`config.mk`:
```
export PLATFORM = sky130hd
export DESIGN_NAME = sm3_hash_engine_flat
export DESIGN_NICKNAME = d
export VERILOG_FILES = /design/src/rtl/sm3_pkg.sv /design/src/rtl/sm3_if.sv /design/src/rtl/sm3_core.sv /design/src/rtl/sm3_hash_engine.sv /design/src/flat_wrapper.sv
export SDC_FILE = /design/constraint.sdc
export NUM_CORES = 2
export LEC_CHECK = 0
export ABC_CLOCK_PERIOD_IN_PS = 38900
export BUFFER_PORTS_ARGS = -buffer_cell sky130_fd_sc_hd__buf_2
export CORE_UTILIZATION = 40
export CTS_BUF_LIST = sky130_fd_sc_hd__clkbuf_2 sky130_fd_sc_hd__clkbuf_4 sky130_fd_sc_hd__clkbuf_8
export CTS_CLUSTER_SIZE = 25
export DETAILED_ROUTE_END_ITERATION = 7
export PLACE_DENSITY = 0.68
export RECOVER_POWER = 100
export REMOVE_ABC_BUFFERS = 1
export SLEW_MARGIN = 20
export SYNTH_ARGS = -nofsm -noshare
export SYNTH_HDL_FRONTEND = slang
export SYNTH_SLANG_ARGS = --single-unit
export TNS_END_PERCENT = 30
```
`constraint.sdc`:
```
create_clock -name i_clk -period 38.9 [get_ports i_clk]
set_input_delay 0 -clock i_clk [delete_from_list [all_inputs] [get_ports i_clk]]
set_output_delay 0 -clock i_clk [all_outputs]
set_load 0.005 [all_outputs]
```
`src/rtl/sm3_pkg.sv`:
```
// SM3 package: initial value, round constants and the round helper functions.
// No dependencies; used by every module of the SM3 hash engine.
package sm3_pkg;

    localparam int unsigned WordW = 32;

    typedef logic [WordW-1:0] t_word;

    localparam t_word IV0 = 32'h7380166f;
    localparam t_word IV1 = 32'h4914b2b9;
    localparam t_word IV2 = 32'h172442d7;
    localparam t_word IV3 = 32'hda8a0600;
    localparam t_word IV4 = 32'ha96f30bc;
    localparam t_word IV5 = 32'h163138aa;
    localparam t_word IV6 = 32'he38dee4d;
    localparam t_word IV7 = 32'hb0fb0e4e;
    localparam t_word TjLow  = 32'h79cc4519;
    localparam t_word TjHigh = 32'h7a879d8a;
    localparam logic [7:0] PadByte = 8'h80;
    localparam logic [5:0] LenStart = 6'd56;

    function automatic t_word rotl(input t_word x, input logic [4:0] n);
        logic [2*WordW-1:0] d;
        d = {x, x} << n;
        return d[2*WordW-1:WordW];
    endfunction

    function automatic t_word p0(input t_word x);
        return x ^ rotl(x, 5'd9) ^ rotl(x, 5'd17);
    endfunction

    function automatic t_word p1(input t_word x);
        return x ^ rotl(x, 5'd15) ^ rotl(x, 5'd23);
    endfunction

    function automatic t_word iv_word(input logic [2:0] i);
        t_word v;
        case (i)
            3'd0: v = IV0;
            3'd1: v = IV1;
            3'd2: v = IV2;
            3'd3: v = IV3;
            3'd4: v = IV4;
            3'd5: v = IV5;
            3'd6: v = IV6;
            default: v = IV7;
        endcase
        return v;
    endfunction

    // Status from the compression core to the byte packer.
    typedef struct packed {
        logic busy;
        logic done;
    } t_core_stat;

endpackage

```
`src/rtl/sm3_if.sv`:
```
// Valid/ready stream interfaces for the SM3 hash engine.
// Depends on nothing.
interface sm3_in_if;
    logic        valid;
    logic        ready;
    logic [31:0] message_word;
    logic [2:0]  byte_count;
    logic        last;
    modport source (output valid, message_word, byte_count, last, input ready);
    modport sink   (input valid, message_word, byte_count, last, output ready);
endinterface

interface sm3_out_if;
    logic        valid;
    logic        ready;
    logic [31:0] digest_word;
    logic [2:0]  word_index;
    logic        last_word;
    modport source (output valid, digest_word, word_index, last_word, input ready);
    modport sink   (input valid, digest_word, word_index, last_word, output ready);
endinterface

```
`src/rtl/sm3_core.sv`:
```
// SM3 compression core: one round per cycle over a 16-word sliding window.
// Depends on sm3_pkg.
module sm3_core (
    input  logic                 i_clk,
    input  logic                 i_rst_n,
    input  logic                 i_start,
    input  logic                 i_reload,
    input  sm3_pkg::t_word       i_block [16],
    output sm3_pkg::t_core_stat  o_stat,
    output sm3_pkg::t_word       o_cv [8]
);
    import sm3_pkg::*;

    t_word r_w [16];
    t_word r_v [8];
    t_word r_cv [8];
    logic [6:0] r_round;
    logic r_busy;
    logic r_done;

    logic  early;
    t_word a12, ss1, ss2, f1, g1, tt1, tt2, wnew, tj;

    // Sliding window holds W[j..j+15]; the next word W[j+16] comes from it.
    always_comb begin
        early = (r_round < 7'd16);
        tj    = early ? TjLow : TjHigh;
        a12   = rotl(r_v[0], 5'd12);
        ss1   = rotl(a12 + r_v[4] + rotl(tj, r_round[4:0]), 5'd7);
        ss2   = ss1 ^ a12;
        f1    = early ? (r_v[0] ^ r_v[1] ^ r_v[2])
                      : ((r_v[0] & r_v[1]) | (r_v[0] & r_v[2]) | (r_v[1] & r_v[2]));
        g1    = early ? (r_v[4] ^ r_v[5] ^ r_v[6])
                      : ((r_v[4] & r_v[5]) | (~r_v[4] & r_v[6]));
        tt1   = f1 + r_v[3] + ss2 + (r_w[0] ^ r_w[4]);
        tt2   = g1 + r_v[7] + ss1 + r_w[0];
        wnew  = p1(r_w[0] ^ r_w[7] ^ rotl(r_w[13], 5'd15)) ^ rotl(r_w[3], 5'd7) ^ r_w[10];
    end

    always_ff @(posedge i_clk) begin
        if (!i_rst_n) begin
            r_busy  <= 1'b0;
            r_done  <= 1'b0;
            r_round <= '0;
            for (int i = 0; i < 8; i++) r_cv[i] <= iv_word(3'(i));
        end else begin
            r_done <= 1'b0;
            if (i_start) begin
                r_busy  <= 1'b1;
                r_round <= '0;
                for (int i = 0; i < 16; i++) r_w[i] <= i_block[i];
                for (int i = 0; i < 8; i++) r_v[i] <= r_cv[i];
            end else if (r_busy) begin
                for (int i = 0; i < 15; i++) r_w[i] <= r_w[i+1];
                r_w[15] <= wnew;
                r_v[0] <= tt1;
                r_v[1] <= r_v[0];
                r_v[2] <= rotl(r_v[1], 5'd9);
                r_v[3] <= r_v[2];
                r_v[4] <= p0(tt2);
                r_v[5] <= r_v[4];
                r_v[6] <= rotl(r_v[5], 5'd19);
                r_v[7] <= r_v[6];
                if (r_round == 7'd63) begin
                    r_busy <= 1'b0;
                    r_done <= 1'b1;
                end
                r_round <= r_round + 7'd1;
            end else if (r_done) begin
                for (int i = 0; i < 8; i++) r_cv[i] <= r_cv[i] ^ r_v[i];
            end else if (i_reload) begin
                for (int i = 0; i < 8; i++) r_cv[i] <= iv_word(3'(i));
            end
        end
    end

    assign o_stat.busy = r_busy | r_done;
    assign o_stat.done = r_done;
    always_comb for (int i = 0; i < 8; i++) o_cv[i] = r_cv[i];
endmodule

```
`src/rtl/sm3_hash_engine.sv`:
```
// SM3 hash engine top level: byte packer, padding sequencer and digest output.
// Depends on sm3_pkg, sm3_if and sm3_core.
//
//   channel  direction  payload                                   transfer when
//   s_in     sink       message_word[32], byte_count[3], last[1]  valid & ready
//   m_out    source     digest_word[32], word_index[3], last_word valid & ready
//
// Each input transfer is accepted in an idle cycle, then its valid bytes are packed
// into the block one by one. When byte 63 of the block has gone in, the shared
// round unit is launched, runs 64 rounds at one per cycle and then folds the
// result into the chaining value, and input is held off throughout. A last
// transfer adds the padding bytes, one or two such compressions and eight output
// transfers; each digest word holds under stall and input reopens the cycle
// after the eighth transfer.
// Reset (synchronous, active low) loads the initial value and clears counters.
module sm3_hash_engine (
    input logic i_clk,
    input logic i_rst_n,
    sm3_in_if.sink    s_in,
    sm3_out_if.source m_out
);
    import sm3_pkg::*;

    localparam logic [2:0] StIdle  = 3'd0;
    localparam logic [2:0] StPack  = 3'd1;
    localparam logic [2:0] StPad   = 3'd2;
    localparam logic [2:0] StWait  = 3'd3;
    localparam logic [2:0] StOut   = 3'd4;
    localparam logic [2:0] StStart = 3'd5;

    logic [2:0]  r_state, n_state;
    t_word       r_blk [16];
    logic [5:0]  r_fill;
    logic [60:0] r_len;
    logic [31:0] r_word;
    logic [2:0]  r_cnt;
    logic [1:0]  r_bi;
    logic        r_last;
    logic        r_padded;   // the 0x80 marker has been placed
    logic        r_lenok;    // the length field belongs in the current block
    logic        r_lenin;    // the final length byte has been placed
    logic        r_resume;   // the block filled before the current word was done
    logic [2:0]  r_oidx;
    logic        r_ovalid;

    logic        start, reload;
    logic        pack_end;
    t_core_stat  stat;
    t_word       cv [8];
    logic [63:0] bits;
    logic [7:0]  pbyte;
    logic [2:0]  cnt_sat;

    sm3_core u_core (
        .i_clk, .i_rst_n,
        .i_start(start), .i_reload(reload), .i_block(r_blk),
        .o_stat(stat), .o_cv(cv)
    );

    assign cnt_sat = (s_in.byte_count > 3'd4) ? 3'd4 : s_in.byte_count;
    assign bits    = {r_len, 3'b000};
    assign s_in.ready = (r_state == StIdle);
    assign reload  = (r_state == StOut) && m_out.ready && r_ovalid && (r_oidx == 3'd7);
    assign pack_end = (r_bi == r_cnt[1:0] - 2'd1) || (r_cnt == 3'd4 && r_bi == 2'd3);

    // The byte to write this cycle: message byte, padding marker, zero or length.
    // The length only goes in a block whose marker landed at byte 55 or earlier,
    // or in the fresh block that follows a marker block with no room left.
    always_comb begin
        if (r_state == StPack) begin
            pbyte = r_word[31:24];
        end else if (!r_padded) begin
            pbyte = PadByte;
        end else if (r_lenok && r_fill >= LenStart) begin
            pbyte = bits[8'(6'd63 - {r_fill[2:0], 3'b000}) -: 8];
        end else begin
            pbyte = 8'h00;
        end
    end

    // The core copies the block in the cycle after byte 63 has been written.
    assign start = (r_state == StStart);

    always_comb begin
        n_state = r_state;
        case (r_state)
            StIdle: if (s_in.valid) begin
                if (cnt_sat != 3'd0) n_state = StPack;
                else if (s_in.last) n_state = StPad;
            end
            StPack: begin
                if (r_fill == 6'd63) n_state = StStart;
                else if (pack_end) n_state = r_last ? StPad : StIdle;
            end
            StPad: if (r_fill == 6'd63) n_state = StStart;
            StStart: n_state = StWait;
            StWait: if (stat.done) begin
                if (r_resume) n_state = StPack;
                else if (!r_last) n_state = StIdle;
                else if (r_lenin) n_state = StOut;
                else n_state = StPad;
            end
            StOut: if (reload) n_state = StIdle;
            default: n_state = StIdle;
        endcase
    end

    always_ff @(posedge i_clk) begin
        if ((r_state == StPack) || (r_state == StPad)) begin
            r_blk[r_fill[5:2]] <= r_blk[r_fill[5:2]] & ~(32'hff000000 >> {r_fill[1:0], 3'b000})
                                | ({pbyte, 24'h0} >> {r_fill[1:0], 3'b000});
        end
        if (s_in.valid && s_in.ready) begin
            r_word <= s_in.message_word;
            r_cnt  <= cnt_sat;
            r_last <= s_in.last;
        end else if (r_state == StPack) begin
            r_word <= {r_word[23:0], 8'h00};
        end
    end

    always_ff @(posedge i_clk) begin
        if (!i_rst_n) begin
            r_state  <= StIdle;
            r_fill   <= '0;
            r_len    <= '0;
            r_bi     <= '0;
            r_padded <= 1'b0;
            r_lenok  <= 1'b0;
            r_lenin  <= 1'b0;
            r_resume <= 1'b0;
            r_oidx   <= '0;
            r_ovalid <= 1'b0;
        end else begin
            r_state <= n_state;
            if (s_in.valid && s_in.ready) begin
                r_len <= r_len + 61'(cnt_sat);
                r_bi  <= '0;
            end
            if ((r_state == StPack) || (r_state == StPad)) begin
                r_fill <= r_fill + 6'd1;
                if (r_state == StPack) begin
                    r_bi <= r_bi + 2'd1;
                    if (r_fill == 6'd63 && !pack_end) r_resume <= 1'b1;
                end
                if (r_state == StPad) begin
                    r_padded <= 1'b1;
                    if (!r_padded && r_fill < LenStart) r_lenok <= 1'b1;
                    if (r_lenok && r_fill == 6'd63) r_lenin <= 1'b1;
                end
            end
            if (r_state == StWait && stat.done) begin
                r_resume <= 1'b0;
                if (r_padded) r_lenok <= 1'b1;
            end
            if (r_state == StWait && n_state == StOut) begin
                r_ovalid <= 1'b1;
                r_oidx   <= '0;
            end
            if (r_state == StOut && m_out.ready && r_ovalid) begin
                r_oidx <= r_oidx + 3'd1;
                if (r_oidx == 3'd7) begin
                    r_ovalid <= 1'b0;
                    r_len    <= '0;
                    r_padded <= 1'b0;
                    r_lenok  <= 1'b0;
                    r_lenin  <= 1'b0;
                end
            end
        end
    end

    assign m_out.valid       = r_ovalid;
    assign m_out.digest_word = cv[r_oidx];
    assign m_out.word_index  = r_oidx;
    assign m_out.last_word   = (r_oidx == 3'd7);

    a_ready_idle: assert property (@(posedge i_clk) disable iff (!i_rst_n)
        s_in.ready |-> !m_out.valid) else $error("input ready while digest pending");
    a_fill_wrap: assert property (@(posedge i_clk) disable iff (!i_rst_n)
        start |=> r_fill == 6'd0) else $error("fill count not cleared after block");
    a_out_last: assert property (@(posedge i_clk) disable iff (!i_rst_n)
        (m_out.valid && m_out.ready && m_out.last_word) |=> !m_out.valid)
        else $error("output continued past last word");
    a_start_idle: assert property (@(posedge i_clk) disable iff (!i_rst_n)
        start |-> !stat.busy) else $error("block launched while round unit busy");
endmodule

```
`src/flat_wrapper.sv`:
```
// flat-port wrapper written by rule: the top's interface ports become plain ports
module sm3_hash_engine_flat import sm3_pkg::*;
  (i_clk, i_rst_n, s_in_valid, s_in_message_word, s_in_byte_count, s_in_last, s_in_ready, m_out_valid, m_out_digest_word, m_out_word_index, m_out_last_word, m_out_ready);
  sm3_in_if s_in_i ();
  sm3_out_if m_out_i ();
  input logic i_clk;
  input logic i_rst_n;
  input wire logic [$bits(s_in_i.valid)-1:0] s_in_valid;
  input wire logic [$bits(s_in_i.message_word)-1:0] s_in_message_word;
  input wire logic [$bits(s_in_i.byte_count)-1:0] s_in_byte_count;
  input wire logic [$bits(s_in_i.last)-1:0] s_in_last;
  output wire logic [$bits(s_in_i.ready)-1:0] s_in_ready;
  output wire logic [$bits(m_out_i.valid)-1:0] m_out_valid;
  output wire logic [$bits(m_out_i.digest_word)-1:0] m_out_digest_word;
  output wire logic [$bits(m_out_i.word_index)-1:0] m_out_word_index;
  output wire logic [$bits(m_out_i.last_word)-1:0] m_out_last_word;
  input wire logic [$bits(m_out_i.ready)-1:0] m_out_ready;
  assign s_in_i.valid = s_in_valid;
  assign s_in_i.message_word = s_in_message_word;
  assign s_in_i.byte_count = s_in_byte_count;
  assign s_in_i.last = s_in_last;
  assign s_in_ready = s_in_i.ready;
  assign m_out_valid = m_out_i.valid;
  assign m_out_digest_word = m_out_i.digest_word;
  assign m_out_word_index = m_out_i.word_index;
  assign m_out_last_word = m_out_i.last_word;
  assign m_out_i.ready = m_out_ready;
  sm3_hash_engine u_core (.i_clk(i_clk), .i_rst_n(i_rst_n), .s_in(s_in_i), .m_out(m_out_i));
endmodule
```
==> summary.txt <==
Outcome = complete, but fails checks
Failing checks = max-capacitance violations, max-slew violations
Detailed placement HPWL = 185800 um
Critical path arrival = 15.81 ns
Register area share after synthesis = 0.5600
Hold depth = 3
RSZ-0062 raised after global routing = false
Most common cell after layout, fill and taps aside = nand2_1
Leak = 34.91 nW
Routability congestion estimate = 0.9809
Max Fclk = 65.16 MHz
Syn Area/Cell = 11.31 sq um
Initial core utilization = 0.4020
CTS resizes = 0
Core Rows = 169
Drt pass-1 iters = 8
Worst Setup End Kind = flip-flop
Number of synthesized flops with an enable pin = 1444
Drt total wl = 276100 um
Routed Antenna Nets = 0
Setup TNS = 0 ns
Avg WL per Cell = 25.65 um
Async set-reset flop share out of synthesis = 0
Core Box Area = 211900 sq um
GRT Residual Overflow = 0
Global-route wire length before repair = 399800 um
Reg2reg path depth = 7
Slew margin rel. = -4.877
Clock Sinks = 1661
Final nets = 8082
Yosys warning total = 0
Worst path required time = 39.37 ns
Number of setup violations in the final report = 0
IO Pins = 78
Syn Inst Count = 7533
CP max FO = 64
Clk_skew = 0.1183 ns
Min Tclk post-route = 15.35 ns
Post-synthesis cell type count = 88
Vias = 59.34k
Layout cells sized above 1 = 0.1070
Cell count after placement = 10.16k
Largest net degree at the start of global routing = 195
Max-slew violations = 3020
Buf/Inv on CP = 4
CTS tree = yes
Final worst path period share = 0.3945
Die width = 463.5 um
Synth Register Bits = 1661
DIE HEIGHT = 463.5 um
Reg clk slew, reported paths = 0.07 ns
Synthesized cell area = 85180 sq um
GR Util All Layers = 0.2538
Clock Tree Root = clkbuf_8
Worst-Skew Late Latency = 1.07 ns
Critical path depth in cells = 7
Peak supply drop = 38.10 uV
Area grow syn2layout = 11.34%
Max Cap Viol = 64
Initial antenna violation count = 11
Cell taking the most area after synthesis = edfxtp_1
Min-delay worst type = in -> reg
H-tree depth = 5
Clock Tree Buf Depth = 4
Synth top area cells = edfxtp_1, nand2_1, mux4_2
Die Footprint = 214800 sq um
Final std cells w/o fill = 10.76k
Commonest non-fill, non-tap cells in the layout = nand2_1, edfxtp_1, xnor2_1
DR vias/cell = 5.513
Starting DRT DRC Count = 6755
Slowest stage cell on the critical path = clkbuf_1
Primary FF master, synth = edfxtp_1
Setup crit start kind = flip-flop
Worst slew pin tran = 8.815 ns
CP cell instances = nor2b_1 -> a21oi_1 -> nor2b_1 -> clkbuf_1 -> clkbuf_1 -> clkbuf_1 -> clkbuf_1
Crit path max-delay family = buffers and inverters
Most used cell, CP = clkbuf_1
Vias in the first global route = 58.08k
Pwr Density = 39.37 nW/um^2
Drt drc = 0
Worst setup path class = reg -> reg
Area fraction of the dominant cell type after synthesis = 0.5090
Slowest stage delay, CP = 3.12 ns
Final hold vios = 0
CTS Buf Count = 294
Port bufs = 77
-- synth_stat cells (all sizes together), types with 24 or more instances --
library cell and instances:
mux2 42, inv 364, nor3 39, and3 24, mux2i 64, nand4 30
a21oi 195, buf 53, a21o 42, mux4 237, o31ai 31, nor2 320
xor2 234, edfxtp 1444, nand2 2469, fa 189, xnor2 490, o22ai 34
dfxtp 217, ha 109, clkbuf 301, nand3 46, a211oi 25, o211ai 25
o21ai 268
-- routing by layer --
metal | global-route usage | wire, um
met5 | 0 | 34
met4 | 0.1113 | 13620
met3 | 0.04662 | 22520
met2 | 0.4030 | 128200
met1 | 0.3396 | 111700
-- sequential cells by signal, summed over array words and instances (netlist names), 2 cells and up --
| name | cells |
|---|---|
| u_core.u_core.r_v | 256 |
| u_core.m_out.word_index | 3 |
| u_core.u_core.r_round | 7 |
| u_core.r_cnt | 3 |
| u_core.r_word | 32 |
| u_core.u_core.r_cv | 256 |
| u_core.r_len | 61 |
| u_core.r_bi | 2 |
| u_core.u_core.r_w | 512 |
| u_core.r_blk | 512 |
| u_core.r_state | 3 |
| u_core.r_fill | 6 |
-- report_power, final --
part,internal (mW),switching (mW),total [mW]
sequential,1.98,0.0157,2.00
combinational,0.0490,0.101,0.150
clock,0.856,0.732,1.59
-- final timing paths --
path / from / end / slack (ns)
max: u_core.r_state[2] / u_core.u_core.r_v[1][119] / 23.55
min: i_rst_n / u_core.r_fill[1] / 0.08
max reg2reg: u_core.r_state[2] / u_core.u_core.r_v[1][119] / 23.55
min reg2reg: u_core.u_core.r_w[1][116] / u_core.u_core.r_w[1][84] / 0.46
-- worst min-delay path, stage by stage --
cell           delay (ns)
dlygate4sd3_1        0.56
buf_2                0.32
a21boi_0             0.21
-- area by class of cell --
cell class,count,area (sq um)
fillers,19340,117000
inverters,366,1376
multi-input cells,5152,34800
well taps,2821,3530
repair buffers,269,1889
clock buffers,399,4928
clock inverters,87,568.0
diodes,9,22.52
flip-flops and latches,1661,47720
-- per-stage QoR --
step | hold WS, ns | cell area [sq um] | power [mW] | utilization | setup WS (ns)
2_1_floorplan | 0.09887 | 83850 | 2.106 | - | 2.564
3_3_place_gp | 0.1954 | 88740 | 2.161 | 0.4188 | 27.90
3_5_place_dp | 0.1966 | 88760 | 2.166 | 0.4189 | 27.93
4_1_cts | 0.03211 | 95290 | 3.749 | 0.4497 | 27.82
5_1_grt | 0.07707 | 94840 | 3.839 | 0.4476 | 22.42
6_report | 0.08250 | 94840 | 3.734 | 0.4476 | 23.55
-- kinds of logic (layout without fill, tap and decap cells) --
group / count (synthesis) / count (layout) / share of synthesized area
buffers and inverters: 720 / 1121 / 0.03173
adder cells (fa/ha/maj): 299 / 299 / 0.06055
flip-flops: 1661 / 1661 / 0.5600
AO/OA/AOI/OAI: 731 / 731 / 0.05184
AND/OR/NAND/NOR: 3038 / 3038 / 0.1410
other: 0 / 9 / 0
XOR/XNOR: 741 / 741 / 0.07907
multiplexers: 343 / 343 / 0.07573
-- timing repair --
item / CTS / global route
setup buffers: 0 / 0
hold buffers: 103 / 0
hold endpoints to repair: 179 / 0
(Power assumes the default switching activity.)
